[src/hdl/spd_pkg.sv]
`default_nettype none

package spd_pkg;

   // character codes
   localparam logic [7:0] CH_PCT   = 8'h25;
   localparam logic [7:0] CH_PLUS  = 8'h2B;
   localparam logic [7:0] CH_SPACE = 8'h20;

   // results one input byte can release
   localparam int unsigned MAX_RES  = 3;
   localparam int unsigned CNT_W    = $clog2(MAX_RES + 1);
   localparam int unsigned IDX_W    = $clog2(MAX_RES);

   // bundle queue between front and back
   localparam int unsigned QDEPTH   = 4;
   localparam int unsigned QPTR_W   = $clog2(QDEPTH);
   localparam int unsigned QCNT_W   = $clog2(QDEPTH + 1);

   typedef enum logic [1:0] {
      PH_IDLE  = 2'd0,
      PH_PCT   = 2'd1,
      PH_DIGIT = 2'd2
   } phase_type;

   // all result bytes of one input byte
   typedef struct packed {
      logic [MAX_RES-1:0][7:0] bytes;
      logic [CNT_W-1:0]        count;
      logic                    last;
   } bundle_type;

   typedef struct packed {
      logic       valid;
      bundle_type bnd;
   } push_type;

   typedef struct packed {
      logic       valid;
      bundle_type bnd;
   } head_type;

   function automatic logic is_hex(input logic [7:0] c);
      return (c >= 8'h30 && c <= 8'h39) || (c >= 8'h41 && c <= 8'h46) ||
             (c >= 8'h61 && c <= 8'h66);
   endfunction

   // letters have low nibble 1..6, so value is nibble plus nine
   function automatic logic [3:0] hex_val(input logic [7:0] c);
      logic [3:0] v;
      if (c <= 8'h39) begin
         v = c[3:0];
      end else begin
         v = c[3:0] + 4'd9;
      end
      return v;
   endfunction

   function automatic logic is_safe(input logic [7:0] v);
      return (v >= 8'h30 && v <= 8'h39) || (v >= 8'h61 && v <= 8'd122) ||
             (v >= 8'h41 && v <= 8'h5A) || v == 8'h21 || v == 8'h24 ||
             v == 8'h26 || (v >= 8'h27 && v <= 8'h2f) || v == 8'h3A ||
             v == 8'h3B || v == 8'h3D || v == 8'h3f || v == 8'h40 ||
             v == 8'h5f;
   endfunction

endpackage

`default_nettype wire

[src/hdl/spd_front.sv]
`default_nettype none

module spd_front (
   input  wire logic            clock,
   input  wire logic            reset,
   input  wire logic            push,
   input  wire logic [7:0]      req_in_byte,
   input  wire logic            req_last,
   input  wire logic            q_full,
   output logic                 full,
   output spd_pkg::push_type    q_push
);
   import spd_pkg::*;

   phase_type              phase_ff, phase_in;
   logic [7:0]             digit_ff, digit_in;
   bundle_type             bnd;
   logic [CNT_W-1:0]       n;
   logic                   accept;

   assign full   = q_full;
   assign accept = push && !q_full;

   // classify the byte and build its result bundle
   always_comb begin
      bnd      = '0;
      n        = '0;
      phase_in = phase_ff;
      digit_in = digit_ff;
      unique case (phase_ff)
         PH_PCT: begin
            if (is_hex(req_in_byte)) begin
               digit_in = req_in_byte;
               phase_in = PH_DIGIT;
            end else begin
               bnd.bytes[n[IDX_W-1:0]] = CH_PCT;
               n = n + 1'b1;
               phase_in = PH_IDLE;
            end
         end
         PH_DIGIT: begin
            phase_in = PH_IDLE;
            if (is_hex(req_in_byte)) begin
               if (!is_safe({hex_val(digit_ff), hex_val(req_in_byte)})) begin
                  bnd.bytes[n[IDX_W-1:0]] = {hex_val(digit_ff), hex_val(req_in_byte)};
                  n = n + 1'b1;
               end else begin
                  bnd.bytes[n[IDX_W-1:0]] = CH_PCT;
                  n = n + 1'b1;
                  bnd.bytes[n[IDX_W-1:0]] = digit_ff;
                  n = n + 1'b1;
                  bnd.bytes[n[IDX_W-1:0]] = req_in_byte;
                  n = n + 1'b1;
               end
            end else begin
               bnd.bytes[n[IDX_W-1:0]] = CH_PCT;
               n = n + 1'b1;
               bnd.bytes[n[IDX_W-1:0]] = digit_ff;
               n = n + 1'b1;
            end
         end
         default: begin
            phase_in = PH_IDLE;
         end
      endcase

      // byte handled from idle, also after a broken escape
      if (phase_in == PH_IDLE && !(phase_ff == PH_DIGIT && is_hex(req_in_byte))) begin
         if (req_in_byte == CH_PCT) begin
            phase_in = PH_PCT;
         end else begin
            bnd.bytes[n[IDX_W-1:0]] = (req_in_byte == CH_PLUS) ? CH_SPACE : req_in_byte;
            n = n + 1'b1;
         end
      end

      // end of text flushes a pending escape
      if (req_last) begin
         if (phase_in == PH_PCT || phase_in == PH_DIGIT) begin
            bnd.bytes[n[IDX_W-1:0]] = CH_PCT;
            n = n + 1'b1;
         end
         if (phase_in == PH_DIGIT) begin
            bnd.bytes[n[IDX_W-1:0]] = digit_in;
            n = n + 1'b1;
         end
         phase_in = PH_IDLE;
      end

      bnd.count = n;
      bnd.last  = req_last;
   end

   // bundle transfer into the queue
   always_comb begin
      q_push.valid = accept && (n != '0);
      q_push.bnd   = bnd;
   end

   // escape state
   always_ff @(posedge clock) begin
      if (reset) begin
         phase_ff <= PH_IDLE;
         digit_ff <= '0;
      end else if (accept) begin
         phase_ff <= phase_in;
         digit_ff <= digit_in;
      end
   end

endmodule

`default_nettype wire

[src/hdl/spd_queue.sv]
`default_nettype none

module spd_queue (
   input  wire logic            clock,
   input  wire logic            reset,
   input  spd_pkg::push_type    q_push,
   input  wire logic            q_pop,
   output logic                 q_full,
   output spd_pkg::head_type    q_head
);
   import spd_pkg::*;

   bundle_type           slot_ff [QDEPTH];
   logic [QPTR_W-1:0]    wr_ptr_ff, wr_ptr_in;
   logic [QPTR_W-1:0]    rd_ptr_ff, rd_ptr_in;
   logic [QCNT_W-1:0]    cnt_ff, cnt_in;
   logic                 do_pop;

   assign q_full       = (cnt_ff == QCNT_W'(QDEPTH));
   assign q_head.valid = (cnt_ff != '0);
   assign q_head.bnd   = slot_ff[rd_ptr_ff];
   assign do_pop       = q_pop && q_head.valid;

   // pointer and fill count update
   always_comb begin
      wr_ptr_in = q_push.valid ? wr_ptr_ff + 1'b1 : wr_ptr_ff;
      rd_ptr_in = do_pop ? rd_ptr_ff + 1'b1 : rd_ptr_ff;
      cnt_in    = cnt_ff + QCNT_W'(q_push.valid) - QCNT_W'(do_pop);
   end

   always_ff @(posedge clock) begin
      if (reset) begin
         wr_ptr_ff <= '0;
         rd_ptr_ff <= '0;
         cnt_ff    <= '0;
      end else begin
         wr_ptr_ff <= wr_ptr_in;
         rd_ptr_ff <= rd_ptr_in;
         cnt_ff    <= cnt_in;
      end
   end

   // bundle storage
   always_ff @(posedge clock) begin
      if (q_push.valid) begin
         slot_ff[wr_ptr_ff] <= q_push.bnd;
      end
   end

endmodule

`default_nettype wire

[src/hdl/spd_back.sv]
`default_nettype none

module spd_back (
   input  wire logic            clock,
   input  wire logic            reset,
   input  spd_pkg::head_type    q_head,
   output logic                 q_pop,
   input  wire logic            pop,
   output logic                 empty,
   output logic [7:0]           rsp_out_byte,
   output logic                 rsp_run_last,
   output logic                 rsp_text_end
);
   import spd_pkg::*;

   logic [IDX_W-1:0]   idx_ff, idx_in;
   logic               out_valid_ff, out_valid_in;
   logic [7:0]         out_byte_ff;
   logic               run_last_ff;
   logic               text_end_ff;
   logic               take;
   logic               final_one;

   assign empty        = !out_valid_ff;
   assign rsp_out_byte = out_byte_ff;
   assign rsp_run_last = run_last_ff;
   assign rsp_text_end = text_end_ff;

   // move one byte of the head bundle into the output register
   always_comb begin
      take         = q_head.valid && (!out_valid_ff || pop);
      final_one    = (CNT_W'(idx_ff) + 1'b1) == q_head.bnd.count;
      q_pop        = take && final_one;
      idx_in       = idx_ff;
      if (take) begin
         idx_in = final_one ? '0 : idx_ff + 1'b1;
      end
      out_valid_in = take || (out_valid_ff && !pop);
   end

   always_ff @(posedge clock) begin
      if (reset) begin
         idx_ff       <= '0;
         out_valid_ff <= 1'b0;
      end else begin
         idx_ff       <= idx_in;
         out_valid_ff <= out_valid_in;
      end
   end

   // result payload
   always_ff @(posedge clock) begin
      if (take) begin
         out_byte_ff <= q_head.bnd.bytes[idx_ff];
         run_last_ff <= final_one;
         text_end_ff <= final_one && q_head.bnd.last;
      end
   end

endmodule

`default_nettype wire

[src/hdl/selective_percent_decoder.sv]
`default_nettype none

// Streaming URL percent decoder. Encoded text enters one byte per push; a plus
// sign becomes a space, and a percent escape with two hex digits is decoded
// only when its value is not a digit, letter or safe symbol, otherwise the
// three characters pass through as they are. An escape left open when a byte
// with req_last arrives is flushed as literal bytes. Each input byte releases
// zero to three result bytes; rsp_run_last marks the final byte of each
// input, rsp_text_end the final byte of the text. The front accepts one byte
// every cycle while the queue is not full and stores its results as one
// bundle in a four-entry queue; the back sends one result byte per cycle
// while results wait and pop takes each shown byte, so the result port sets
// the sustained rate. The first result of an input is written into the queue
// and then into the output register before it is shown.
module selective_percent_decoder (
   input  wire logic         clock,
   input  wire logic         reset,
   input  wire logic         push,
   output logic              full,
   input  wire logic [7:0]   req_in_byte,
   input  wire logic         req_last,
   output logic              empty,
   input  wire logic         pop,
   output logic [7:0]        rsp_out_byte,
   output logic              rsp_run_last,
   output logic              rsp_text_end
);
   import spd_pkg::*;

   push_type   q_push;
   head_type   q_head;
   logic       q_full;
   logic       q_pop;

   // classification
   spd_front u_front (
      .clock       (clock),
      .reset       (reset),
      .push        (push),
      .req_in_byte (req_in_byte),
      .req_last    (req_last),
      .q_full      (q_full),
      .full        (full),
      .q_push      (q_push)
   );

   // bundle queue
   spd_queue u_queue (
      .clock  (clock),
      .reset  (reset),
      .q_push (q_push),
      .q_pop  (q_pop),
      .q_full (q_full),
      .q_head (q_head)
   );

   // result sequencing
   spd_back u_back (
      .clock        (clock),
      .reset        (reset),
      .q_head       (q_head),
      .q_pop        (q_pop),
      .pop          (pop),
      .empty        (empty),
      .rsp_out_byte (rsp_out_byte),
      .rsp_run_last (rsp_run_last),
      .rsp_text_end (rsp_text_end)
   );

endmodule

`default_nettype wire

[config.mk]
export PLATFORM = sky130hd
export DESIGN_NAME = selective_percent_decoder
export DESIGN_NICKNAME = d
export VERILOG_FILES = /design/src/hdl/spd_pkg.sv /design/src/hdl/spd_front.sv /design/src/hdl/spd_queue.sv /design/src/hdl/spd_back.sv /design/src/hdl/selective_percent_decoder.sv
export SDC_FILE = /design/constraint.sdc
export NUM_CORES = 1
export LEC_CHECK = 0
export ABC_AREA = 1
export ABC_CLOCK_PERIOD_IN_PS = 6600
export BUFFER_PORTS_ARGS = -buffer_cell sky130_fd_sc_hd__buf_2
export CAP_MARGIN = 20
export CELL_PAD_IN_SITES_DETAIL_PLACEMENT = 0
export CELL_PAD_IN_SITES_GLOBAL_PLACEMENT = 1
export CORE_ASPECT_RATIO = 1.25
export CORE_MARGIN = 2
export CORE_UTILIZATION = 49
export CTS_CLUSTER_SIZE = 10
export DETAILED_ROUTE_END_ITERATION = 10
export GPL_ROUTABILITY_DRIVEN = 1
export PLACE_DENSITY_LB_ADDON = 0.1
export SLEW_MARGIN = 20
export SYNTH_ARGS = -nofsm -noshare
export SYNTH_HDL_FRONTEND = slang
export SYNTH_SLANG_ARGS = --single-unit
[constraint.sdc]
create_clock -name clock -period 6.6 [get_ports clock]
set_input_delay 0.33 -clock clock [delete_from_list [all_inputs] [get_ports clock]]
set_output_delay 0.33 -clock clock [all_outputs]
set_load 0.05 [all_outputs]
==> results of run 1 <==
-- flip-flops by register name, indices dropped and copies added, names as in the netlist, named ones only --
register	flops
u_queue.slot_ff	108
u_back.rsp_out_byte	8
u_front.digit_ff	8
u_queue.cnt_ff	3
u_back.idx_ff	2
u_front.phase_ff	2
u_queue.rd_ptr_ff	2
u_queue.wr_ptr_ff	2
u_back.out_valid_ff	1
u_back.rsp_run_last	1
u_back.rsp_text_end	1
-- metal layers --
layer | track usage | vias to the layer above | routed length [um]
li1 | - | 2666 | -
met1 | 0.294 | 2644 | 7340
met2 | 0.414 | 160 | 9300
met3 | 0.0449 | 33 | 917
met4 | 0.0854 | 0 | 428
met5 | 0 | - | 0
-- power by group --
group | internal (mW) | leakage (nW) | switching [mW]
Sequential | 1.10 | 1.28 | 0.0486
Combinational | 0.188 | 1.70 | 0.527
Clock | 0.669 | 0.300 | 0.351
Total | 1.96 | 3.28 | 0.926
-- cell usage after synthesis, types with 15 or more instances --
cell	number	area, um^2
sky130_fd_sc_hd__a21oi_1	17	85.1
sky130_fd_sc_hd__clkbuf_1	18	67.6
sky130_fd_sc_hd__dfxtp_1	22	440
sky130_fd_sc_hd__edfxtp_1	118	3540
sky130_fd_sc_hd__ha_1	25	313
sky130_fd_sc_hd__inv_1	77	289
sky130_fd_sc_hd__inv_2	20	75.1
sky130_fd_sc_hd__nand2_1	114	428
sky130_fd_sc_hd__nand2_2	15	93.8
sky130_fd_sc_hd__nand3_1	43	215
sky130_fd_sc_hd__nor2_1	88	330
sky130_fd_sc_hd__o21ai_0	81	405
sky130_fd_sc_hd__o22ai_1	30	188
-- final cells by class --
class | count | area (um^2)
clock buffers | 20 | 437
clock inverters | 12 | 195
fillers | 1296 | 6220
inverters | 100 | 378
multi-input cells | 494 | 2730
flip-flops and latches | 140 | 3980
well taps | 178 | 223
repair buffers | 32 | 180
-- logic make-up after synthesis --
group	after synthesis	share of synthesized area
and+or+nand+nor	299	0.194
AOI/OAI and AO/OA	163	0.131
DFF	140	0.556
buffers and inverters	121	0.0653
adders and majority gates	26	0.0464
xor gates and xnor gates	6	0.00733
-- worst max-delay path, delay by kind of cell, from the launching register on --
family                   cells  cell delay [ps]
flip-flops                   1              440
buffers and inverters        9              610
adder cells (fa/ha/maj)      6             1570
AO/OA/AOI/OAI                5              780
AND/OR/NAND/NOR             15             1350
-- metrics by stage --
| step | area [um^2] | power [mW] |
|---|---|---|
| 5_1_grt | 8120 | 3.02 |
| 6_report | 8120 | 2.88 |
| 2_1_floorplan | 7170 | 1.68 |
| 3_5_place_dp | 7490 | 1.88 |
| 3_3_place_gp | 7490 | 1.87 |
| 4_1_cts | 8120 | 2.90 |
-- worst min-delay path by stage --
stage | start | to | slack, ps | cells past startpoint
after floorplan | req_last | u_queue.slot_ff[0][0] | 430 | 0
after global placement | u_queue.rd_ptr_ff[1] | u_queue.rd_ptr_ff[1] | 470 | 1
after detailed placement | u_front.phase_ff[1] | u_front.phase_ff[1] | 490 | 2
after CTS | pop | u_back.out_valid_ff | 180 | 4
after global routing | pop | u_back.out_valid_ff | 210 | 4
final | pop | u_back.out_valid_ff | 190 | 4
==> flow_summary_export.csv, run 1 <==
group,metric,value,unit
synthesis,ys.warnings.count,0,
worst_hold_path,hp-class,"input pin to flop",
global_route,track_usage,0.237,
synthesis,synthFlopType,"sky130_fd_sc_hd__edfxtp_1",
synthesis,yosysSeqAreaShare,0.556,
detailed_routing,drt_pre_antenna_iters,6,
final_layout,drive_above_1_share,0.159,
global_route,grt_max_degree,56,
power_and_ir_drop,static_leak,3.28,nW
clock_network,clock_tree.htree_level_count,4,
setup_path,r2r_slack,1760,ps
detailed_routing,post-route-drc-count,0,
setup_path,worst_setup_path_startpoint,"u_front.digit_ff[0]",
timing,clock.fmax,0.206,GHz
detailed_routing,drt_iter0_markers,390,
timing,finalClockSkew,10.5,ps
clock_network,ctsLongestPathBuffers,2,
synthesis,number_of_synthesized_register_bits,140,
global_route,globalRouteOverflowTotal,0,
floorplanning,die_width,112,um
floorplanning,fp.dieArea,15600,um^2
floorplanning,core_area,14300,um^2
synthesis,syn_avg_cell_area,9.49,um^2
place,place_ws,1580,ps
setup_path,crit_path_start_kind,"flop",
synthesis,post_synth_edffs,118,
final_layout,final_cell_mix,"sky130_fd_sc_hd__edfxtp_1, sky130_fd_sc_hd__nand2_1, sky130_fd_sc_hd__nor2_1",
synthesis,synthesis.instances,755,
setup_path,cp-endpoint,"u_queue.cnt_ff[2]",
run,cap_viol_max_count,0,
clock_network,path_clk_slew,60,ps
timing,whs,189,ps
detailed_routing,avgRoutedWirePerCell,18.4,um
floorplanning,ios,25,
clock_network,cts.sinks,140,
clock_network,cts_setup_buffers,0,
clock_network,cts_made_buffers,17,
synthesis,syn_nets,794,
setup_path,r2r-start,"u_front.digit_ff[0]",
floorplanning,placement_rows,49,
floorplanning,fp.dieH,139,um
timing,post-route-min-period,4840,ps
timing,slew-limit-headroom,0.371,
timing,grt_setup_unrepaired,"no",
floorplanning,floorplan.initialDensity,0.500,
power_and_ir_drop,pwr_density_cell,355,nW/um^2
setup_path,path_type_of_the_worst_setup_path,"flop to flop",
timing,final_min_period_over_clock_period,0.734,
place,place_inst,944,
synthesis,synthesis.area,7170,um^2
global_route,grt_pass1_wl,28.5,mm
setup_path,reg2regPathDepth,35,
final_layout,share_of_the_core_filled_with_cells,0.566,
place,routabilityCongestion,0.934,
detailed_routing,via_per_inst,5.64,
timing,worstMarginPinSlew,943,ps
timing,totalNegativeSetupSlack,0,ps
global_route,initial_antenna_violation_count,0,
setup_path,cp_max_fo,9,
timing,setup_viol,0,
setup_path,critPathArrivalTime,5190,ps
status,run_status,"completed",
detailed_routing,vias,5503,
synthesis,post_synth_num_cell_types,46,
final_layout,finish.net_count,824,
detailed_routing,detail_route.wirelength,18.0,mm
setup_path,worst_ep_required_time,6950,ps
power_and_ir_drop,vdd_ir_drop_max,367,uV
timing,setup_slack_of_the_critical_path_after_layout,1760,ps
final_layout,insertedDiodeCount,0,
setup_path,critPathMostFrequentCell,"sky130_fd_sc_hd__inv_1",
detailed_routing,final_antenna_net_count,0,
final_layout,area_growth_syn_to_layout,13.3,%
global_route,grt_pass1_vias,5392,
synthesis,ys_async_sr_fraction,0,
timing,finalHoldViolCount,0,
final_layout,final_common_cell,"sky130_fd_sc_hd__edfxtp_1",
clock_network,post_cts_hold_fix_bufs,0,
setup_path,cpMaxStageDelayCell,"sky130_fd_sc_hd__dfxtp_1",
setup_path,r2r_end,"u_queue.cnt_ff[2]",
clock_network,cts-root-buf,"sky130_fd_sc_hd__clkbuf_16",
clock_network,post_cts_resize_count,0,
timing,maxSlewViolCount,0,
setup_path,max_stage_delay,440,ps
place,detailedPlacementHpwl,12.3,mm
clock_network,tritoncts_clock_tree,"built",
place,numPortBuffers,24,
setup_path,worstSetupEndpointType,"flop",
final_layout,finalNonFillerCells,976,
clock_network,worstSkewPairLatency,410,ps
Power figures use the tool's default switching activity.
==> inputs of run 2 (changes only) <==
- ABC_CLOCK_PERIOD_IN_PS: 6600 -> 4100
- CORE_UTILIZATION: 49 -> 44
- clock period: 6.6 -> 4.1 ns (I/O delays scaled with it)
==> flow_summary_export.csv, run 2 (synthesized netlist as in run 1, its figures left out) <==
group,metric,value,unit
power_and_ir_drop,post-layout-total-power,4.87,mW
timing,finalHoldViolCount,0,
place,routabilityCongestion,0.894,
timing,finalClockSkew,9.78,ps
setup_path,worst_setup_path_startpoint,"u_front.digit_ff[1]",
setup_path,worstSetupEndpointType,"flop",
detailed_routing,drt_iter0_markers,448,
setup_path,crit_path_start_kind,"flop",
final_layout,drive_above_1_share,0.301,
timing,setup_slack_of_the_critical_path_after_layout,-64.3,ps
setup_path,cpMaxStageDelayCell,"sky130_fd_sc_hd__fa_2",
power_and_ir_drop,static_leak,3.76,nW
place,detailedPlacementHpwl,12.9,mm
detailed_routing,detail_route.wirelength,19.1,mm
setup_path,path_type_of_the_worst_setup_path,"flop to flop",
setup_path,cp_max_fo,4,
place,numPortBuffers,24,
detailed_routing,drt_pre_antenna_iters,5,
global_route,track_usage,0.226,
status,failing_checks,"setup timing",
clock_network,cts_made_buffers,17,
final_layout,finish.net_count,915,
timing,final_min_period_over_clock_period,1.02,
detailed_routing,wl_met1,8.21,mm
setup_path,r2r-start,"u_front.digit_ff[1]",
worst_hold_path,worst_hold_startpoint,"pop",
final_layout,final_cell_mix,"sky130_fd_sc_hd__edfxtp_1, sky130_fd_sc_hd__nand2_1, sky130_fd_sc_hd__buf_4",
detailed_routing,post-route-drc-count,0,
power_and_ir_drop,vdd_ir_drop_max,306,uV
final_layout,area_growth_syn_to_layout,28.3,%
clock_network,ctsLongestPathBuffers,2,
detailed_routing,avgRoutedWirePerCell,17.3,um
status,run_status,"finished, violations left",
clock_network,clock_tree.htree_level_count,4,
global_route,grt_pass1_vias,5723,
timing,clock.fmax,0.240,GHz
clock_network,path_clk_slew,60,ps
final_layout,nFillCells,1467,
detailed_routing,top_signal_layer_used,"met4",
clock_network,tritoncts_clock_tree,"built",
timing,grt_setup_unrepaired,"yes",
worst_hold_path,hp-class,"input pin to flop",
final_layout,insertedDiodeCount,0,
timing,worstMarginPinSlew,868,ps
timing,maxSlewViolCount,0,
timing,post-route-min-period,4160,ps
detailed_routing,final_antenna_net_count,0,
final_layout,final_common_cell,"sky130_fd_sc_hd__edfxtp_1",
global_route,grt_max_degree,43,
floorplanning,fp.dieH,147,um
run,cap_viol_max_count,0,
timing,whs,68.8,ps
global_route,initial_antenna_violation_count,0,
clock_network,worstSkewPairLatency,410,ps
floorplanning,die_width,118,um
setup_path,max_stage_delay,500,ps
floorplanning,ios,25,
setup_path,critPathArrivalTime,4470,ps
clock_network,cts-root-buf,"sky130_fd_sc_hd__clkbuf_16",
detailed_routing,wl_met2,10.0,mm
timing,setup_viol,110,
final_layout,largest_register_ffs,108,
floorplanning,core_area,16100,um^2
power_and_ir_drop,pwr_density_cell,530,nW/um^2
setup_path,reg2regPathDepth,33,
floorplanning,floorplan.initialDensity,0.446,
worst_hold_path,hold_depth,4,
floorplanning,placement_rows,52,
detailed_routing,met3_length,506,um
detailed_routing,via_per_inst,5.19,
final_layout,share_of_the_core_filled_with_cells,0.572,
global_route,grt_pass1_wl,29.8,mm
final_layout,register_ranked_first_by_flip_flop_count,"u_queue.slot_ff",
global_route,globalRouteOverflowTotal,0,
setup_path,worst_ep_required_time,4400,ps
place,place_ws,-220,ps
floorplanning,fp.dieArea,17300,um^2
detailed_routing,vias,5728,
timing,slew-limit-headroom,0.415,
clock_network,cts.sinks,140,
-- run 2: cell count changes in the layout (fill, tap and decap cells not counted), moves of 5 or more --
| cell | delta |
|---|---|
| sky130_fd_sc_hd__nand2_1 | -7 |
| sky130_fd_sc_hd__ha_4 | +5 |
| sky130_fd_sc_hd__buf_4 | +84 |
| sky130_fd_sc_hd__inv_1 | -10 |
| sky130_fd_sc_hd__ha_1 | -5 |
| sky130_fd_sc_hd__inv_2 | +7 |
| sky130_fd_sc_hd__o21ai_0 | -7 |
| sky130_fd_sc_hd__nand2_4 | +7 |
-- run 2: report_power, final --
group / total, mW / internal (mW) / switching, mW
sequential: 1.85 / 1.77 / 0.0844
combinational: 1.41 / 0.473 / 0.942
clock: 1.60 / 1.02 / 0.587
total: 4.87 / 3.26 / 1.61
-- run 2: layer usage --
layer / track usage / vias up
li1: - / 2849
met1: 0.268 / 2755
met2: 0.409 / 100
met3: 0.0384 / 24
met4: 0.0801 / 0
met5: 0 / -
-- run 2: layout make-up --
cell class	count	area (um^2)	share of cell area
repair buffers	122	913	0.0993
multi-input cells	495	3020	0.328
inverters	100	385	0.0419
flip-flops and latches	140	3990	0.434
clock buffers	17	425	0.0463
clock inverters	14	195	0.0212
well taps	216	270	0.0294
-- run 2: per-stage QoR --
stage	std cells	setup TNS, ps	instance area, um^2
6_report	1104	-1960	9200
5_1_grt	1104	-21340	9200
4_1_cts	1097	-212	9030
3_5_place_dp	1048	-12740	8150
3_3_place_gp	1048	-7220	8150
2_1_floorplan	755	0	7250
-- run 2: worst paths after layout --
kind                    endpoint  slack [ps]
min          u_back.out_valid_ff          70
max            u_queue.cnt_ff[1]         -60
min reg2reg  u_front.phase_ff[1]         500
max reg2reg    u_queue.cnt_ff[1]         -60
-- run 2: what timing repair did --
action / in CTS / in global routing
gates cloned: 1 / 0
endpoints found under the setup margin: 122 / 178
resized for setup: 31 / 28
pin swaps: 26 / 15
setup buffers: 17 / 8
hold buffers: 0 / 0
-- run 2: critical path, delay by kind of cell (launching register included) --
| family | cells | cell delay [ps] |
|---|---|---|
| compound gates | 3 | 390 |
| simple gates | 15 | 1100 |
| fa+ha+maj | 6 | 1550 |
| buf+inv | 9 | 650 |
| flops | 1 | 360 |
==> inputs of run 3 (changes only) <==
- RECOVER_POWER: unset -> 100
==> flow_summary_export.csv, run 3 (synthesized netlist as in run 1, its figures left out) <==
group,metric,value,unit
place,place_inst,1048,
timing,whs,68.2,ps
detailed_routing,detail_route.wirelength,19.1,mm
power_and_ir_drop,static_leak,3.71,nW
final_layout,final_common_cell,"sky130_fd_sc_hd__edfxtp_1",
timing,worstMarginPinSlew,1800,ps
detailed_routing,final_antenna_net_count,0,
global_route,initial_antenna_violation_count,0,
status,run_status,"finished, violations left",
timing,grt_setup_unrepaired,"yes",
place,routabilityCongestion,0.894,
setup_path,critPathArrivalTime,4460,ps
setup_path,worstSetupEndpointType,"flop",
clock_network,cts.sinks,140,
timing,finalClockSkew,8.31,ps
timing,slew-limit-headroom,-0.201,
timing,maxSlewViolCount,43,
clock_network,ctsLongestPathBuffers,2,
detailed_routing,drt_iter0_markers,431,
clock_network,post_cts_hold_fix_bufs,0,
global_route,grt_max_degree,43,
setup_path,r2r-start,"u_front.digit_ff[1]",
global_route,grt_pass1_vias,5723,
clock_network,path_clk_slew,60,ps
final_layout,storage_cell_area,3990,um^2
setup_path,worst_ep_required_time,4400,ps
setup_path,cp-endpoint,"u_queue.cnt_ff[1]",
floorplanning,placement_rows,52,
detailed_routing,drt_pre_antenna_iters,5,
final_layout,largest_register_ffs,108,
timing,setup_viol,95,
timing,clock.fmax,0.241,GHz
setup_path,r2r_end,"u_queue.cnt_ff[1]",
clock_network,cts-root-buf,"sky130_fd_sc_hd__clkbuf_16",
place,numPortBuffers,24,
setup_path,max_stage_delay,500,ps
detailed_routing,via_per_inst,5.18,
detailed_routing,vias,5719,
timing,final_min_period_over_clock_period,1.01,
final_layout,multi_input_area,3010,um^2
floorplanning,ios,25,
status,failing_checks,"capacitance limit, slew limit, setup timing",
floorplanning,fp.dieArea,17300,um^2
floorplanning,die_width,118,um
place,place_ws,-220,ps
setup_path,cpMaxStageDelayCell,"sky130_fd_sc_hd__fa_2",
clock_network,worstSkewPairLatency,410,ps
floorplanning,core_area,16100,um^2
place,detailedPlacementHpwl,12.9,mm
setup_path,reg2regPathDepth,33,
global_route,track_usage,0.226,
clock_network,tritoncts_clock_tree,"built",
final_layout,finish.net_count,915,
final_layout,insertedDiodeCount,0,
final_layout,nFillCells,1479,
timing,setup_slack_of_the_critical_path_after_layout,-54.7,ps
timing,post-route-min-period,4150,ps
worst_hold_path,hp-class,"input pin to flop",
floorplanning,floorplan.initialDensity,0.446,
global_route,grt_pass1_wl,29.8,mm
detailed_routing,post-route-drc-count,0,
final_layout,drive_above_1_share,0.278,
run,cap_viol_max_count,1,
floorplanning,fp.dieH,147,um
setup_path,crit_path_start_kind,"flop",
final_layout,register_ranked_first_by_flip_flop_count,"u_queue.slot_ff",
setup_path,worst_setup_path_startpoint,"u_front.digit_ff[1]",
final_layout,final_cell_mix,"sky130_fd_sc_hd__edfxtp_1, sky130_fd_sc_hd__nand2_1, sky130_fd_sc_hd__buf_4",
clock_network,clock_tree.htree_level_count,4,
detailed_routing,avgRoutedWirePerCell,17.3,um
setup_path,path_type_of_the_worst_setup_path,"flop to flop",
timing,finalHoldViolCount,0,
setup_path,cp_max_fo,4,
power_and_ir_drop,pwr_density_cell,530,nW/um^2
final_layout,finalNonFillerCells,1104,
power_and_ir_drop,vdd_ir_drop_max,302,uV
final_layout,area_growth_syn_to_layout,27.8,%
setup_path,r2r_slack,-50,ps
global_route,globalRouteOverflowTotal,0,
clock_network,cts_made_buffers,17,
==> run 3: how the worst min path moves through the flow <==
stage	start	to	cells past startpoint
final	pop	u_back.out_valid_ff	4
after global routing	pop	u_back.out_valid_ff	4
after CTS	pop	u_back.out_valid_ff	4
after detailed placement	u_queue.rd_ptr_ff[1]	flop	1
after global placement	u_queue.rd_ptr_ff[1]	u_queue.rd_ptr_ff[1]	1
after floorplan	req_last	u_queue.slot_ff[0][0]	0
==> run 3: through the flow <==
stage           util  setup TNS, ps  area, um^2  power [mW]
2_1_floorplan      -              0        7250        2.72
5_1_grt        0.570         -21340        9160        5.10
6_report       0.570          -1120        9160        4.85
4_1_cts        0.562           -212        9030        4.86
3_3_place_gp   0.507          -7220        8150        3.14
3_5_place_dp   0.507         -12740        8150        3.16
==> run 3: cell type report <==
cell class,instances,share of cell area
Tap cell,216,0.0295
Timing Repair Buffer,122,0.0967
Multi-Input combinational cell,495,0.329
Clock buffer,17,0.0464
Clock inverter,14,0.0213
Inverter,100,0.0421
Sequential cell,140,0.435
==> run 3: timing repair <==
item                                    CTS  global route
endpoints found under the setup margin  122           178
setup buffers                            17             8
resized for setup                        31            28
cloned                                    1             0
pin swaps                                26            15
==> run 3: power by group <==
part	internal, mW	leakage (nW)	switching [mW]	total, mW
combinational	0.450	2.13	0.944	1.39
sequential	1.77	1.28	0.0858	1.86
clock	1.02	0.297	0.587	1.60
==> run 3: routing by layer <==
metal / track usage / up-vias / part of all wire
met5: 0 / - / 0
met4: 0.0801 / 0 / 0.022
met3: 0.0384 / 26 / 0.025
met2: 0.409 / 93 / 0.52
met1: 0.268 / 2749 / 0.43
li1: - / 2851 / -
==> run 3: critical path, delay by kind of cell, from the launching register on <==
family	cells	cell delay [ps]
fa+ha+maj	6	1550
simple gates	15	1090
buf+inv	9	650
compound gates	3	390
flops	1	360
